==> src/design/kruskal_wall_union_find_unit_assert.svh <==
// Assertion macros for the Kruskal wall union-find unit.
`ifndef KRUSKAL_WALL_UNION_FIND_UNIT_ASSERT_SVH
`define KRUSKAL_WALL_UNION_FIND_UNIT_ASSERT_SVH
`ifndef NO_ASSERTIONS
// Same-cycle implication, disabled while reset is asserted.
`define KWUF_ASSERT_NOW(label, clk, rst_n, ante, cons) \
  label: assert property (@(posedge clk) disable iff (!(rst_n)) (ante) |-> (cons)) \
    else $error("kwuf assertion failed");
// Next-cycle implication, disabled while reset is asserted.
`define KWUF_ASSERT_NEXT(label, clk, rst_n, ante, cons) \
  label: assert property (@(posedge clk) disable iff (!(rst_n)) (ante) |=> (cons)) \
    else $error("kwuf assertion failed");
`else
`define KWUF_ASSERT_NOW(label, clk, rst_n, ante, cons)
`define KWUF_ASSERT_NEXT(label, clk, rst_n, ante, cons)
`endif
`endif

==> src/design/kwuf_pkg.sv <==
// Shared types and constants for the Kruskal wall union-find unit.
package kwuf_pkg;

  localparam int unsigned KWUF_MAX_ROOMS = 256;
  localparam int unsigned CFG_W          = 9;
  localparam int unsigned ROOM_W         = 8;
  localparam int unsigned LABEL_OUT_W    = 8;

  localparam logic [CFG_W-1:0] ROOM_COUNT_RST = 9'd256;

  // Request codes
  localparam logic REQ_CLEAR = 1'b0;
  localparam logic REQ_WALL  = 1'b1;

  typedef enum logic [2:0] {
    ST_SWEEP,
    ST_IDLE,
    ST_RDB,
    ST_LB,
    ST_SCAN,
    ST_TAIL,
    ST_DONE
  } state_t;

endpackage

==> src/design/kwuf_if.sv <==
// Valid/ready channel interfaces for wall requests and wall results.
interface kwuf_in_if;
  logic                         valid;
  logic                         ready;
  logic                         req_type;
  logic [kwuf_pkg::ROOM_W-1:0]  room_a;
  logic [kwuf_pkg::ROOM_W-1:0]  room_b;

  modport source (output valid, output req_type, output room_a, output room_b,
                  input ready);
  modport sink   (input valid, input req_type, input room_a, input room_b,
                  output ready);
endinterface

interface kwuf_out_if;
  logic                             valid;
  logic                             ready;
  logic                             wall_open;
  logic [kwuf_pkg::LABEL_OUT_W-1:0] set_label;

  modport source (output valid, output wall_open, output set_label, input ready);
  modport sink   (input valid, input wall_open, input set_label, output ready);
endinterface

==> src/design/kwuf_ram.sv <==
// Generic single-write, single-read synchronous RAM with registered read.
module kwuf_ram #(
  parameter int unsigned WIDTH = 8,
  parameter int unsigned DEPTH = 256
) (
  input  logic                     clk,
  input  logic                     we,
  input  logic [$clog2(DEPTH)-1:0] waddr,
  input  logic [WIDTH-1:0]         wdata,
  input  logic [$clog2(DEPTH)-1:0] raddr,
  output logic [WIDTH-1:0]         rdata
);

  logic [WIDTH-1:0] mem [DEPTH];

  // Write port
  always_ff @(posedge clk) begin
    if (we) begin
      mem[waddr] <= wdata;
    end
  end

  // Registered read port
  always_ff @(posedge clk) begin
    rdata <= mem[raddr];
  end

endmodule

==> src/design/kruskal_wall_union_find_unit.sv <==
// Top level of the Kruskal wall union-find unit: sequencer around the label RAM.
//
//   channel | dir | handshake          | payload
//   --------+-----+--------------------+-------------------------------
//   in_ch   | in  | valid / ready      | req_type, room_a, room_b
//   out_ch  | out | valid / ready      | wall_open, set_label
//   cfg     | in  | cfg_we (no stall)  | cfg_wdata = room_count
//
// A wall whose rooms lie outside the active range goes straight to the result,
// a closed wall after both labels are read, an opened wall after a merge that
// walks every active label through the single RAM read port, one room a cycle.
// A clear, and the clearing pass after reset, rewrite all MAX_ROOMS entries,
// one per cycle; no transaction is taken during that pass.
// The result register frees the input side: a new transaction is taken while
// a result still waits on out_ch.
module kruskal_wall_union_find_unit #(
  parameter int unsigned MAX_ROOMS = kwuf_pkg::KWUF_MAX_ROOMS
) (
  input  logic                       clk,
  input  logic                       rst_n,
  kwuf_in_if.sink                    in_ch,
  kwuf_out_if.source                 out_ch,
  input  logic                       cfg_we,
  input  logic [kwuf_pkg::CFG_W-1:0] cfg_wdata
);

  import kwuf_pkg::*;

  `include "kruskal_wall_union_find_unit_assert.svh"

  localparam int unsigned AW = $clog2(MAX_ROOMS);
  localparam int unsigned CW = (AW + 1 > CFG_W) ? AW + 1 : CFG_W;

  state_t           state_r, state_nxt;
  logic [CW-1:0]    i_r, i_nxt;
  logic             from_item_r, from_item_nxt;
  logic             out_valid_r, out_valid_nxt;
  logic [CFG_W-1:0] room_count_r;

  logic [AW-1:0]          b_r, la_r, lo_r, hi_r, wa_r;
  logic                   res_open_r;
  logic [LABEL_OUT_W-1:0] res_label_r;
  logic                   out_open_r;
  logic [LABEL_OUT_W-1:0] out_label_r;

  logic          mem_we;
  logic [AW-1:0] mem_waddr, mem_wdata, mem_raddr, rd_data;

  logic [CW-1:0] n_active, cnt_ext, max_ext, a_ext, b_ext, rd_ext, lo_ext;
  logic [AW-1:0] lo_c, hi_c;
  logic          accept, out_free, oob, labels_eq, scan_pend, scan_hit;

  // Active room count, saturated at the RAM depth
  assign cnt_ext  = CW'(room_count_r);
  assign max_ext  = CW'(MAX_ROOMS);
  assign n_active = (cnt_ext > max_ext) ? max_ext : cnt_ext;

  assign a_ext = CW'(in_ch.room_a);
  assign b_ext = CW'(in_ch.room_b);
  assign oob   = (a_ext >= n_active) || (b_ext >= n_active);

  assign accept   = in_ch.valid && in_ch.ready;
  assign out_free = !out_valid_r || out_ch.ready;

  // Label compare and merge order
  assign labels_eq = (rd_data == la_r);
  assign lo_c      = (rd_data < la_r) ? rd_data : la_r;
  assign hi_c      = (rd_data < la_r) ? la_r : rd_data;
  assign rd_ext    = CW'(rd_data);
  assign lo_ext    = CW'(lo_c);

  assign scan_pend = (state_r == ST_TAIL) || (i_r != '0);
  assign scan_hit  = scan_pend && (rd_data == hi_r);

  assign in_ch.ready      = (state_r == ST_IDLE);
  assign out_ch.valid     = out_valid_r;
  assign out_ch.wall_open = out_open_r;
  assign out_ch.set_label = out_label_r;

  // Next state
  always_comb begin
    state_nxt = state_r;
    unique case (state_r)
      ST_SWEEP: begin
        if (i_r == CW'(MAX_ROOMS - 1)) begin
          state_nxt = from_item_r ? ST_DONE : ST_IDLE;
        end
      end
      ST_IDLE: begin
        if (accept) begin
          priority if (in_ch.req_type == REQ_CLEAR) begin
            state_nxt = ST_SWEEP;
          end else if (oob) begin
            state_nxt = ST_DONE;
          end else begin
            state_nxt = ST_RDB;
          end
        end
      end
      ST_RDB: state_nxt = ST_LB;
      ST_LB:  state_nxt = labels_eq ? ST_DONE : ST_SCAN;
      ST_SCAN: begin
        if (i_r + CW'(1) == n_active) begin
          state_nxt = ST_TAIL;
        end
      end
      ST_TAIL: state_nxt = ST_DONE;
      ST_DONE: begin
        if (out_free) begin
          state_nxt = ST_IDLE;
        end
      end
      default: state_nxt = ST_IDLE;
    endcase
  end

  // RAM port control
  always_comb begin
    mem_we    = 1'b0;
    mem_waddr = i_r[AW-1:0];
    mem_wdata = i_r[AW-1:0];
    mem_raddr = i_r[AW-1:0];
    unique case (state_r)
      ST_SWEEP: mem_we = 1'b1;
      ST_IDLE:  mem_raddr = a_ext[AW-1:0];
      ST_RDB:   mem_raddr = b_r;
      ST_SCAN, ST_TAIL: begin
        mem_we    = scan_hit;
        mem_waddr = wa_r;
        mem_wdata = lo_r;
      end
      default: mem_we = 1'b0;
    endcase
  end

  // Counter, sweep origin and result-valid next values
  always_comb begin
    i_nxt         = i_r;
    from_item_nxt = from_item_r;
    out_valid_nxt = out_valid_r;
    if (out_ch.ready) begin
      out_valid_nxt = 1'b0;
    end
    unique case (state_r)
      ST_SWEEP: begin
        i_nxt = i_r + CW'(1);
        if (i_r == CW'(MAX_ROOMS - 1)) begin
          from_item_nxt = 1'b0;
        end
      end
      ST_IDLE: begin
        i_nxt = '0;
        if (accept && in_ch.req_type == REQ_CLEAR) begin
          from_item_nxt = 1'b1;
        end
      end
      ST_SCAN: i_nxt = i_r + CW'(1);
      ST_DONE: begin
        if (out_free) begin
          out_valid_nxt = 1'b1;
        end
      end
      default: i_nxt = i_r;
    endcase
  end

  // Control registers
  always_ff @(posedge clk) begin
    if (!rst_n) begin
      state_r      <= ST_SWEEP;
      i_r          <= '0;
      from_item_r  <= 1'b0;
      out_valid_r  <= 1'b0;
      room_count_r <= ROOM_COUNT_RST;
    end else begin
      state_r     <= state_nxt;
      i_r         <= i_nxt;
      from_item_r <= from_item_nxt;
      out_valid_r <= out_valid_nxt;
      if (cfg_we) begin
        room_count_r <= cfg_wdata;
      end
    end
  end

  // Datapath registers
  always_ff @(posedge clk) begin
    unique case (state_r)
      ST_IDLE: begin
        b_r         <= b_ext[AW-1:0];
        res_open_r  <= 1'b0;
        res_label_r <= '0;
      end
      ST_RDB: la_r <= rd_data;
      ST_LB: begin
        lo_r <= lo_c;
        hi_r <= hi_c;
        if (labels_eq) begin
          res_label_r <= rd_ext[LABEL_OUT_W-1:0];
        end else begin
          res_open_r  <= 1'b1;
          res_label_r <= lo_ext[LABEL_OUT_W-1:0];
        end
      end
      ST_SCAN: wa_r <= i_r[AW-1:0];
      ST_DONE: begin
        if (out_free) begin
          out_open_r  <= res_open_r;
          out_label_r <= res_label_r;
        end
      end
      default: wa_r <= wa_r;
    endcase
  end

  kwuf_ram #(
    .WIDTH (AW),
    .DEPTH (MAX_ROOMS)
  ) u_label_ram (
    .clk   (clk),
    .we    (mem_we),
    .waddr (mem_waddr),
    .wdata (mem_wdata),
    .raddr (mem_raddr),
    .rdata (rd_data)
  );

  // Writes happen only in the clearing pass or the relabel walk
  `KWUF_ASSERT_NOW(a_we_state, clk, rst_n, mem_we, (state_r == ST_SWEEP || state_r == ST_SCAN || state_r == ST_TAIL))
  // A relabel write always stores the surviving label
  `KWUF_ASSERT_NOW(a_we_lo, clk, rst_n, (mem_we && state_r != ST_SWEEP), (mem_wdata == lo_r))
  // The walk never reads past the active rooms
  `KWUF_ASSERT_NOW(a_scan_range, clk, rst_n, (state_r == ST_SCAN), (i_r < n_active))
  // A finished transaction lands in the result register
  `KWUF_ASSERT_NEXT(a_result_load, clk, rst_n, (state_r == ST_DONE && out_free), (out_valid_r && state_r == ST_IDLE))

endmodule

==> src/flat_wrapper.sv <==
// flat-port wrapper written by rule: the top's interface ports become plain ports
module kruskal_wall_union_find_unit_flat import kwuf_pkg::*;
#(
  parameter int unsigned MAX_ROOMS = kwuf_pkg::KWUF_MAX_ROOMS
)
  (clk, rst_n, cfg_we, cfg_wdata, in_ch_valid, in_ch_req_type, in_ch_room_a, in_ch_room_b, in_ch_ready, out_ch_valid, out_ch_wall_open, out_ch_set_label, out_ch_ready);
  kwuf_in_if in_ch_i ();
  kwuf_out_if out_ch_i ();
  input  logic clk;
  input  logic rst_n;
  input  logic cfg_we;
  input  logic [kwuf_pkg::CFG_W-1:0] cfg_wdata;
  input wire logic [$bits(in_ch_i.valid)-1:0] in_ch_valid;
  input wire logic [$bits(in_ch_i.req_type)-1:0] in_ch_req_type;
  input wire logic [$bits(in_ch_i.room_a)-1:0] in_ch_room_a;
  input wire logic [$bits(in_ch_i.room_b)-1:0] in_ch_room_b;
  output wire logic [$bits(in_ch_i.ready)-1:0] in_ch_ready;
  output wire logic [$bits(out_ch_i.valid)-1:0] out_ch_valid;
  output wire logic [$bits(out_ch_i.wall_open)-1:0] out_ch_wall_open;
  output wire logic [$bits(out_ch_i.set_label)-1:0] out_ch_set_label;
  input wire logic [$bits(out_ch_i.ready)-1:0] out_ch_ready;
  assign in_ch_i.valid = in_ch_valid;
  assign in_ch_i.req_type = in_ch_req_type;
  assign in_ch_i.room_a = in_ch_room_a;
  assign in_ch_i.room_b = in_ch_room_b;
  assign in_ch_ready = in_ch_i.ready;
  assign out_ch_valid = out_ch_i.valid;
  assign out_ch_wall_open = out_ch_i.wall_open;
  assign out_ch_set_label = out_ch_i.set_label;
  assign out_ch_i.ready = out_ch_ready;
  kruskal_wall_union_find_unit #(.MAX_ROOMS(MAX_ROOMS)) u_core (.clk(clk), .rst_n(rst_n), .in_ch(in_ch_i), .out_ch(out_ch_i), .cfg_we(cfg_we), .cfg_wdata(cfg_wdata));
endmodule
==> config.mk <==
export PLATFORM = sky130hd
export DESIGN_NAME = kruskal_wall_union_find_unit_flat
export DESIGN_NICKNAME = d
export VERILOG_FILES = /design/src/design/kwuf_pkg.sv /design/src/design/kwuf_if.sv /design/src/design/kwuf_ram.sv /design/src/design/kruskal_wall_union_find_unit.sv /design/src/flat_wrapper.sv
export VERILOG_INCLUDE_DIRS = /design/src /design/src/design
export SDC_FILE = /design/constraint.sdc
export NUM_CORES = 2
export LEC_CHECK = 0
export ABC_AREA = 1
export BUFFER_PORTS_ARGS = -buffer_cell sky130_fd_sc_hd__buf_2
export CAP_MARGIN = 20
export CORE_MARGIN = 1
export CORE_UTILIZATION = 40
export CTS_BUF_LIST = sky130_fd_sc_hd__clkbuf_16
export DETAILED_ROUTE_END_ITERATION = 10
export GPL_TIMING_DRIVEN = 0
export PLACE_DENSITY = 0.6
export SYNTH_ARGS = -nofsm -noshare
export SYNTH_HDL_FRONTEND = slang
export SYNTH_SLANG_ARGS = --single-unit
==> constraint.sdc <==
create_clock -name clk -period 4.55 [get_ports clk]
set_clock_uncertainty 0.1 [all_clocks]
set_input_delay 0.2275 -clock clk [delete_from_list [all_inputs] [get_ports clk]]
set_output_delay 0.2275 -clock clk [all_outputs]
set_load 0.03 [all_outputs]
==> flow_metrics.env <==
export IMPL_ys_top_cells_by_area="edfxtp_1, nand3_1, nand2_1"
export IMPL_ys_seq_area_share_pct=67.29
export IMPL_wire_per_inst_um=29.11
export IMPL_leakagePower_nw=42.15
export IMPL_rows=178
export IMPL_switching_share_pct=25.83
export IMPL_syn_avg_cell_area_um2=11.05
export IMPL_vias=68534
export IMPL_n_fill_cell=21942
export IMPL_fin_util_pct=45.68
export IMPL_finalMaxSlewViolations=0
export IMPL_ant_nets=0
export IMPL_violations="negative setup slack"
export IMPL_fin_crit_sh_pct=100.5
export IMPL_synth_largest_area_cell="edfxtp_1"
export IMPL_cts_sinks=2137
export IMPL_setup_tns_ps=-34.22
export IMPL_num_io_pins=42
export IMPL_die_area_um2=239200
export IMPL_synth_area_um2=94900
export IMPL_power_switching_mw=11.45
export IMPL_p_comb_share_pct=10.5
export IMPL_tritoncts="yes"
export IMPL_clk_path_buf_depth=3
export IMPL_required_ps=5180
export IMPL_portBuffers=41
export IMPL_critical_path_endpoint="u_core.u_label_ram.rdata[0]"
export IMPL_start_kind="register"
export IMPL_tightest_slew_ps=1265
export IMPL_p_seq_share_pct=48.8
export IMPL_path_class="reg -> reg"
export IMPL_hpwlAfterDp_um=254900
export IMPL_p_total_mw=44.32
export IMPL_grt_pass1_vias=64241
export IMPL_p_int_mw=32.87
export IMPL_fmax_mhz=218.7
export IMPL_fin_crit_ps=4574
export IMPL_fp_dieW_um=489.1
export IMPL_area_growth_pct=13.43
export IMPL_worst_r2r_setup_slack_ps=-20
export IMPL_yosysMostFrequentCell="edfxtp_1"
export IMPL_rsz0062_at_grt="true"
export IMPL_viasPerCell=5.578
export IMPL_overflow=0
export IMPL_ctsHtreeMaxLevel=4
export IMPL_status="complete, but fails checks"
export IMPL_hp_class="in -> reg"
export IMPL_start_util_pct=40.27
export IMPL_yosys_register_bits=2137
export IMPL_fin_nets=9001
export IMPL_startpoint="u_core.state_r[0]"
export IMPL_post_cts_buffers=0
export IMPL_die_h_um=489.1
export IMPL_min_path_cells=4
export IMPL_yosysUniqueCellTypes=42
export IMPL_cp_max_fo=10
export IMPL_gp_congestion=1.009
export IMPL_clk_latency_ps=890
export IMPL_cts_reportedPaths_clkPinSlew_ps=60
export IMPL_ys_top_cells_by_count="edfxtp_1, nand3_1, nand2_1, inv_1, nand3b_1"
export IMPL_holdWs_ps=74.69
export IMPL_grt_pass1_wl_um=489700
export IMPL_drive_gt1_share_pct=10.54
export IMPL_arrival_ps=5200
export IMPL_timing_rr_start="u_core.state_r[0]"
export IMPL_syn_nets=8649
export IMPL_synth_async_reset_ratio_pct=0
export IMPL_cts_root_buf="clkbuf_16"
export IMPL_irDropWorstVdd_mv=0.4067
export IMPL_dr_pass1_iters=6
export IMPL_r2r_end="u_core.u_label_ram.rdata[0]"
export IMPL_syn_inst=8591
export IMPL_yosys_warnings=0
export IMPL_synth_top_area_share_pct=66.64
export IMPL_synth_edf_count=2106
export IMPL_postLayoutCellArea_um2=107600
export IMPL_r2r_cells=14
export IMPL_crit_path_end_kind="register"
export IMPL_antenna_found_initial=33
export IMPL_wl_um=357700
export IMPL_grtUsageTotal_pct=29.55
export IMPL_hold_viol=0
export IMPL_drc=0
export IMPL_setup_viol=3
export IMPL_max_cap_viol_count=0
export IMPL_clkPwrFrac_pct=40.7
export IMPL_drtIter0Drc=9729
export IMPL_timing_final_ws_setup_ps=-23.50
export IMPL_grt_max_degree=119
export IMPL_timing_slew_headroom_pct=15.35
export IMPL_ys_flop_type="edfxtp_1"
export IMPL_dpl_cell_area_um2=99880
export IMPL_core_um2=235600
export IMPL_cts_buffers=218
export IMPL_p_per_area_nw_per_um2=411.7
==> power by group through the flow <==
stage / Clock (mW) / Sequential [mW] / Combinational (mW)
after floorplan: 0 / 22.1 / 2.32
after global placement: 0 / 22.2 / 4.35
after detailed placement: 0 / 22.0 / 4.45
after CTS: 18.1 / 21.6 / 4.50
after global routing: 18.8 / 21.6 / 4.81
final: 18.0 / 21.6 / 4.67
==> worst min-delay path by stage <==
| stage | start | endpoint | slack, ps |
|---|---|---|---|
| 3_3_place_gp | u_core.res_label_r[0] | u_core.out_ch.set_label[0] | 310 |
| 6_report | in_ch_valid | u_core.state_r[0] | 70 |
| 4_1_cts | out_ch_ready | u_core.out_ch.valid | 30 |
| 2_1_floorplan | in_ch_room_b[0] | u_core.b_r[0] | 230 |
| 3_5_place_dp | u_core.res_label_r[0] | u_core.out_ch.set_label[0] | 310 |
| 5_1_grt | in_ch_valid | u_core.state_r[0] | 70 |
==> per-stage QoR <==
step / worst slack [ps] / std cells
detailed placement: -136.6 / 11817
global route: -20.91 / 12279
finish: -23.50 / 12287
CTS: -2.236 / 12274
floorplan: -173.8 / 8591
global placement: -6877 / 11782
==> state kept, by name, summed over array words and instances, names as in the netlist, 3 cells and up <==
signal                    cells
u_core.b_r                    8
u_core.cnt_ext                9
u_core.hi_r                   8
u_core.i_r                    9
u_core.la_r                   8
u_core.lo_r                   8
u_core.out_ch.set_label       8
u_core.res_label_r            8
u_core.state_r                3
u_core.u_label_ram.mem     2048
u_core.u_label_ram.rdata      8
u_core.wa_r                   8
==> area by class of cell <==
class                      instances  area, um^2  area share (%)
buffer                           557        3224           2.995
sequential                      2137       63860           59.33
inverter                        1129        4240           3.939
antenna                           10       25.02         0.02325
multi-input combinational       4768       23790           22.10
clock inverter                   184        1563           1.452
tap                             3150        3941           3.661
timing repair buffer             132        1494           1.388
clock buffer                     220        5505           5.114
==> logic make-up after synthesis <==
group	count (synthesis)	share of synthesized area [%]
AOI/OAI and AO/OA	210	1.464
adders and majority gates	27	0.3560
xor gates and xnor gates	14	0.1292
buffers and inverters	1686	7.853
DFF	2137	67.29
and+or+nand+nor	4517	22.90
==> per-layer routing <==
layer	up-vias	share of wire, %	GRT usage [%]
met5	-	0.036	0
met4	8	6.1	15.80
met3	795	11	7.844
met2	4031	44	44.90
met1	33569	38	38.56
li1	30131	-	-
==> cell usage in the layout, fill, tap and decap left out, types with 71 or more instances in the layout <==
master     count
nand3b_1     576
edfxtp_1    2106
buf_6         71
nor2_1       235
clkbuf_16    220
nand2_1     1738
nand3_1     1844
buf_2        364
inv_1       1178
o211ai_1     116
==> worst max-delay path, cell delays in order (launching register included) <==
cell	delay [ps]
dfxtp_1	300
buf_2	210
nor2_2	60
nand2_2	180
nand2_4	110
o211ai_2	660
buf_2	700
clkdlybuf4s15_2	650
nand3_1	220
nand3_1	160
nand3_1	310
nand3_1	260
nand3_1	190
nand3_1	140
nand2_1	150
==> what timing repair did <==
action	CTS	global route
endpoints found under the setup margin	46	195
pin swaps	0	0
gates resized for setup	9	31
hold buffers	53	0
hold endpoints to repair	33	0
cloned	0	0
Note: power is estimated with default switching activity, not from simulation.
